### src/design/p1305_pkg.sv
// Poly1305 MAC package: limb constants, clamp masks, register indexes,
// controller state type and the controller/datapath command and status types.
// No dependencies.
`default_nettype none

package p1305_pkg;

   localparam int LIMB_W = 26;
   localparam int NUM_LIMBS = 5;
   localparam int COL_W = 3;
   localparam int CSR_IDX_W = 2;
   localparam int KEY_W = 64;
   localparam int HIBIT_POS = 24;
   localparam logic [4:0] FULL_BYTES = 5'd16;

   localparam logic [LIMB_W-1:0] CLAMP0 = 26'h3ffffff;
   localparam logic [LIMB_W-1:0] CLAMP1 = 26'h3ffff03;
   localparam logic [LIMB_W-1:0] CLAMP2 = 26'h3ffc0ff;
   localparam logic [LIMB_W-1:0] CLAMP3 = 26'h3f03fff;
   localparam logic [LIMB_W-1:0] CLAMP4 = 26'h00fffff;

   localparam logic [COL_W-1:0] LAST_COL = 3'd4;

   typedef enum logic [CSR_IDX_W-1:0] {
      REG_KEY_R_LOW  = 2'd0,
      REG_KEY_R_HIGH = 2'd1,
      REG_KEY_S_LOW  = 2'd2,
      REG_KEY_S_HIGH = 2'd3
   } csr_index_type;

   typedef enum logic [3:0] {
      ST_IDLE,
      ST_LOAD,
      ST_MUL,
      ST_SUM,
      ST_WRAP,
      ST_FIN1,
      ST_FIN2,
      ST_FIN3,
      ST_BAD
   } state_type;

   typedef struct packed {
      logic             capture;
      logic             load;
      logic             mul_en;
      logic [COL_W-1:0] mul_col;
      logic             wrap;
      logic             fin1;
      logic             fin2;
      logic             out_write;
      logic             out_bad;
   } cmd_type;

   typedef struct packed {
      logic out_free;
   } status_type;

endpackage

`default_nettype wire

### src/design/p1305_ctrl.sv
// Poly1305 MAC controller: sequences capture, load, column multiply,
// carry wrap, final reduction, result write and bad-input response. Depends on p1305_pkg.
`default_nettype none

module p1305_ctrl (
   input  wire                    clock,
   input  wire                    reset,
   input  wire                    req_valid,
   output logic                   req_ready,
   input  wire  [4:0]             req_byte_count,
   input  wire                    req_is_last,
   output p1305_pkg::cmd_type     cmd,
   input  wire p1305_pkg::status_type sts
);
   import p1305_pkg::*;

   state_type        state_ff, state_in;
   logic [COL_W-1:0] col_ff, col_in;
   logic             fin_ff, fin_in;
   logic             accept;
   logic             full;

   assign accept = req_valid && req_ready;
   assign full   = req_byte_count >= FULL_BYTES;

   always_comb begin
      state_in = state_ff;
      col_in   = col_ff;
      fin_in   = fin_ff;
      unique case (state_ff)
         ST_IDLE: begin
            if (accept) begin
               fin_in = req_is_last;
               priority if (!req_is_last && !full) begin
                  state_in = ST_BAD;
               end else if (req_byte_count == '0) begin
                  state_in = ST_FIN1;
               end else begin
                  state_in = ST_LOAD;
               end
            end
         end
         ST_LOAD: begin
            state_in = ST_MUL;
            col_in   = '0;
         end
         ST_MUL: begin
            if (col_ff == LAST_COL) begin
               state_in = ST_SUM;
            end else begin
               col_in = col_ff + 3'd1;
            end
         end
         ST_SUM:  state_in = ST_WRAP;
         ST_WRAP: state_in = fin_ff ? ST_FIN1 : ST_IDLE;
         ST_FIN1: state_in = ST_FIN2;
         ST_FIN2: state_in = ST_FIN3;
         ST_FIN3: begin
            if (sts.out_free) begin
               state_in = ST_IDLE;
            end
         end
         ST_BAD: begin
            if (sts.out_free) begin
               state_in = ST_IDLE;
            end
         end
         default: state_in = ST_IDLE;
      endcase
   end

   always_comb begin
      req_ready     = 1'b0;
      cmd           = '0;
      cmd.mul_col   = col_ff;
      unique case (state_ff)
         ST_IDLE: begin
            req_ready   = 1'b1;
            cmd.capture = accept;
         end
         ST_LOAD: cmd.load = 1'b1;
         ST_MUL:  cmd.mul_en = 1'b1;
         ST_SUM:  ;
         ST_WRAP: cmd.wrap = 1'b1;
         ST_FIN1: cmd.fin1 = 1'b1;
         ST_FIN2: cmd.fin2 = 1'b1;
         ST_FIN3: cmd.out_write = sts.out_free;
         ST_BAD: begin
            cmd.out_write = sts.out_free;
            cmd.out_bad   = 1'b1;
         end
         default: ;
      endcase
   end

   always_ff @(posedge clock) begin
      if (reset) begin
         state_ff <= ST_IDLE;
         col_ff   <= '0;
         fin_ff   <= 1'b0;
      end else begin
         state_ff <= state_in;
         col_ff   <= col_in;
         fin_ff   <= fin_in;
      end
   end

endmodule

`default_nettype wire

### config.mk
export PLATFORM = sky130hd
export DESIGN_NAME = p1305_ctrl
export DESIGN_NICKNAME = d
export VERILOG_FILES = /design/src/design/p1305_pkg.sv /design/src/design/p1305_ctrl.sv
export SDC_FILE = /design/constraint.sdc
export NUM_CORES = 1
export LEC_CHECK = 0
export BUFFER_PORTS_ARGS = -buffer_cell sky130_fd_sc_hd__buf_4
export CORE_MARGIN = 2
export CORE_UTILIZATION = 25
export DETAILED_ROUTE_END_ITERATION = 10
export GPL_ROUTABILITY_DRIVEN = 0
export PLACE_DENSITY = 0.55
export SKIP_LAST_GASP = 1
export SLEW_MARGIN = 5
export SYNTH_ARGS = -nofsm -noshare
export SYNTH_HDL_FRONTEND = slang
export SYNTH_SLANG_ARGS = --single-unit
### constraint.sdc
create_clock -name clock -period 1.7 [get_ports clock]
set_clock_uncertainty 0.2 [all_clocks]
set_input_delay 0.085 -clock clock [delete_from_list [all_inputs] [get_ports clock]]
set_output_delay 0.085 -clock clock [all_outputs]
set_load 0.02 [all_outputs]
# [After elaboration in Yosys (flattened, before gate mapping)]
# Cells that the tools add are included.
[op_classes] n_mux=18 n_reduce_logical=11 order_cmp=1 eq_ne=13 n_addsub=1
[ops] cell="case mux 4 bit (8 select lines)" n=1
[ops] cell="== test 4 x 3 -> 1 bit, second input constant" n=4
[ops] cell="two-way mux 4 bit" n=4
[ops] cell="two-way mux 1 bit" n=9
[ops] cell="two-way mux 3 bit" n=3
[ops] cell="== test 4 x 2 -> 1 bit, second input constant" n=2
[ops] cell="inequality test 2 bit, second input constant" n=3
[ops] cell="case mux 3 bit (2 select lines)" n=1
[ops] cell="greater-or-equal comparator 5 bit, second input constant" n=1
[ops] cell="zero test 5 bit" n=1
[ops] cell="== test 4 x 1 -> 1 bit, second input constant" n=1
[ops] cell="== test 4 bit, second input constant" n=1
[ops] cell="zero test 4 bit" n=1
[ops] cell="AND reduction 2 bit" n=2
[ops] cell="adder 3 x 1 -> 3 bit, second input constant" n=1
[ops] cell="== test 3 bit, second input constant" n=1
[ops] cell="AND reduction 3 bit" n=1
[ops] cell="logical AND 1 bit" n=2
[ops] cell="zero test 1 bit" n=2
[ops] cell="inequality test 2 x 1 -> 1 bit, second input constant" n=1
[ops] cell="nonzero test 2 bit" n=1
[ops] cell="OR reduction 2 bit" n=1
[totals] ff_bits=8 in_bits=10 output_inout_bits=12 wordCells=47

# [Depth between registers and ports, before layout]
[depth] word_depth=6 depth_mapped=6 ltp_nobuf=6

# [Worst setup path after synthesis]
# No wires, ideal clock.
[synth_path] path_kind="reg-to-reg" start="register state_ff[2]" end="register state_ff[2]" required_ns=1.369 arrival_time_ns=1.857 n_path_buf=1 path_stages_with_launch=6 setup_time_ns=0.131 setup_slack_ns=-0.488 period_less_slack_ns=2.188 path_cell_list="dfxtp_1 -> buf_6 -> nor4b_1 -> o21ba_2 -> or3_1 -> o41ai_2"
[synth_via] elab_chain_len=5 elab_cells_between_ends=17 cone_classes="11 x eq/ne; 2 x mux; 4 x reduce/logical"
[synth_rtl] item="from (decl)" line="p1305_ctrl.sv:17" rtl="state_type state_ff, state_in;"
[synth_rtl] item="from (signal assigned)" line="p1305_ctrl.sv:102" rtl="state_ff <= state_in;"
[synth_rtl] item="zero test 4 bit" line="p1305_ctrl.sv:30, p1305_ctrl.sv:76"
[synth_rtl] item="two-way mux 1 bit" line="p1305_ctrl.sv:76" rtl="unique case (state_ff)"
[synth_rtl] item="logical AND 1 bit" line="p1305_ctrl.sv:23" rtl="assign accept = req_valid && req_ready;"
[synth_rtl] item="inequality test 2 bit (no line)"
[synth_rtl] item="AND reduction 3 bit (no line)"
# Several ways; a longest one is shown, not always the timed one.
# A chain may end at the register's enable or synchronous reset.

# [Final worst setup path]
[layout_path] start="register state_ff[1]" end="register state_ff[3]"
# The elaborated chain is that of the path after synthesis.

==> metrics.md <==
| Metric | Value |
|---|---|
| Fillers | 222 |
| Num CTS Buffers | 3 |
| Avg Cell Area, Syn | 7.94 um2 |
| Antenna-violating nets left | 0 |
| Number of antenna violations at the first check in global routing | 0 |
| Slew HR | 81.1% |
| Layout Utilization | 46.6% |
| Residual DRC | 0 |
| Pwr dens | 1400 nW/um2 |
| Post-synth EDFFs | 0 |
| Worst reg-to-reg path cell count | 4 |
| Final period util | 110% |
| CTS tree | built |
| R2R Setup Slk | -0.17 ns |
| Chip Width | 51.1 um |
| Via Count | 650 |
| Max-slew violations | 0 |
| Top-count cell post-synth | nor2_1 |
| Worst EP arrival | 1.85 ns |
| Drt initial violations | 0 |
| I/O pins | 22 |
| YS warnings | 0 |
| Crit start category | flop |
| Setup_tns | -0.592 ns |
| Skew-Pair Late Insertion Delay | 0.25 ns |
| Drt wl/cell | 10.4 um |
| Dpl ws | -0.146 ns |
| Mapped Nets | 82 |
| Hold slack final | 0.0493 ns |
| Final Hold Vio Count | 0 |
| Row count | 17 |
| Fmax | 536 MHz |
| Largest net degree at the start of global routing | 10 |
| CORE AREA | 2150 um2 |
| Starting density of the core | 25.9% |
| Worst Tran Pin Value | 0.283 ns |
| RSZ-0062 raised after global routing | true |
| Min-delay worst type | input pin to flop |
| Vias in the first global route | 644 |
| Synth top cells by count | nor2_1 (9), a21oi_1 (8), dfxtp_1 (8) |
| Setup WS post-layout | -0.167 ns |
| Vias per cell | 4.61 |
| Worst r2r dst | state_ff[3] |
| # Max-Cap Violations | 0 |
| CTS root buf | clkbuf_4 |
| WHS Endpoint | state_ff[2] |
| ANT cells | 0 |
| WS Path Type | flop to flop |
| Tmin final | 1.87 ns |
| Hold path start | req_byte_count[2] |
| Most used DFF post-synth | dfxtp_1 |
| Grt ovf | 0 |
| Clk slew on worst S/H paths | 0.05 ns |
| Peak supply drop | 0.897 mV |
| Worst EP required | 1.69 ns |
| CP max FO | 4 |
| I/O Buffers | 21 |
| Failing checks | setup timing |
| Area of the mapped netlist | 556 um2 |
| Yosys top cell by area | dfxtp_1 |
| Final Setup Violations | 6 |
| Nets | 127 |
| WL final | 1.46 mm |
| Register area share after synthesis | 28.8% |
| H-Tree Depth | 1 |
| Crit path launch | state_ff[1] |
| Async SR Flop Fraction | 0% |
| First-pass GRT wire length | 2.56 mm |
| Status | complete, but fails checks |
| Number of synthesized register bits | 8 |
| Proportion of layout cells with a drive suffix above 1 | 54.0% |
| P_leak | 0.449 nW |
| Min-Delay Path Depth | 4 |
| Sink Count | 8 |
| Unique masters post-synth | 34 |
| Die H | 51.1 um |
| Detailed Place HPWL | 1.17 mm |
| FF-to-FF Start | state_ff[1] |
| All-Layer GR Usage | 13.1% |
| Synth Instances | 70 |
| Clock Path Buffers | 2 |
| Synth-to-layout area growth | 80.2% |
| Die area | 2620 um2 |
| Share of the synthesized area in the top cell type | 28.8% |
| CP Capture Type | flop |
| Number of iterations in the first detailed-routing pass | 1 |
| Main area contributors after synthesis | dfxtp_1 (29%), a21oi_1 (7.2%), nor2_1 (6.1%) |
## layer usage
metal / up-vias / GRT usage, % / share of wire (%)
met1: 293 / 13.7 / 43
met4: 0 / 2.70 / 0
met5: - / 0 / 0
met2: 17 / 24.5 / 52
li1: 340 / - / -
met3: 0 / 5.26 / 5.2
## cell type report
class	instances	area [um2]	share of cell area [%]
clock buffers	3	22.5	2.25
inverters	5	18.8	1.88
multi-input cells	53	408	40.7
flip-flops and latches	8	169	16.9
well taps	28	35.0	3.50
repair buffers	44	348	34.8
## per-stage QoR
step / std cells / total power, mW / area, um2
after floorplan: 70 / 0.846 / 609
after global placement: 132 / 1.18 / 892
after detailed placement: 132 / 1.18 / 892
after CTS: 139 / 1.35 / 956
after global routing: 141 / 1.52 / 1000
final: 141 / 1.40 / 1000
## layout by cell type, fill, tap and decap left out, types with 3 or more instances in the layout
cell type	synthesis	routed
buf_4	0	38
nor2_1	9	9
a21oi_1	8	7
inv_1	5	5
nand2_1	4	4
dfxtp_2	0	4
dlygate4sd3_1	0	4
nor3_1	3	3
clkbuf_4	0	3
dfxtp_1	8	3
## sequential cells by signal, indices dropped and copies added, names as in the netlist
signal	flops
col_ff	3
state_ff	4
fin_ff	1
## how the worst max path moves through the flow
stage               cells after the start           to  slack [ns]
finish                                  4  state_ff[3]       -0.17
CTS                                     4  state_ff[3]       -0.16
detailed placement                      4  state_ff[3]       -0.15
global placement                        4  state_ff[3]       -0.16
floorplan                               4  state_ff[3]       -0.10
global route                            4      cmd[10]       -0.22
## timing repair
item,4_1_cts,5_1_grt
buffers inserted,0,2
endpoints found under the setup margin,5,9
hold buffers,4,0
gates resized for setup,1,8
hold endpoints to repair,8,0
pin swaps,0,3
## logic make-up (layout without fill, tap and decap cells)
group | count (synthesis) | after routing | synth area share, %
simple gates | 31 | 31 | 33.3
compound gates | 19 | 19 | 23.7
buf+inv | 9 | 52 | 7.88
flops | 8 | 8 | 28.8
fa+ha+maj | 2 | 2 | 4.50
mux | 1 | 1 | 1.80
## power by group
part	internal [mW]	total [mW]	switching (mW)
Sequential	0.244	0.299	0.0544
Clock	0.0807	0.145	0.0638
Combinational	0.512	0.960	0.448
## worst max-delay path, stage by stage, from the launching register on
cell and delay, ns:
dfxtp_2 0.33, or4_4 0.58, nor2_4 0.12, or4b_4 0.46
a21oi_2 0.11
(Power assumes the default switching activity.)
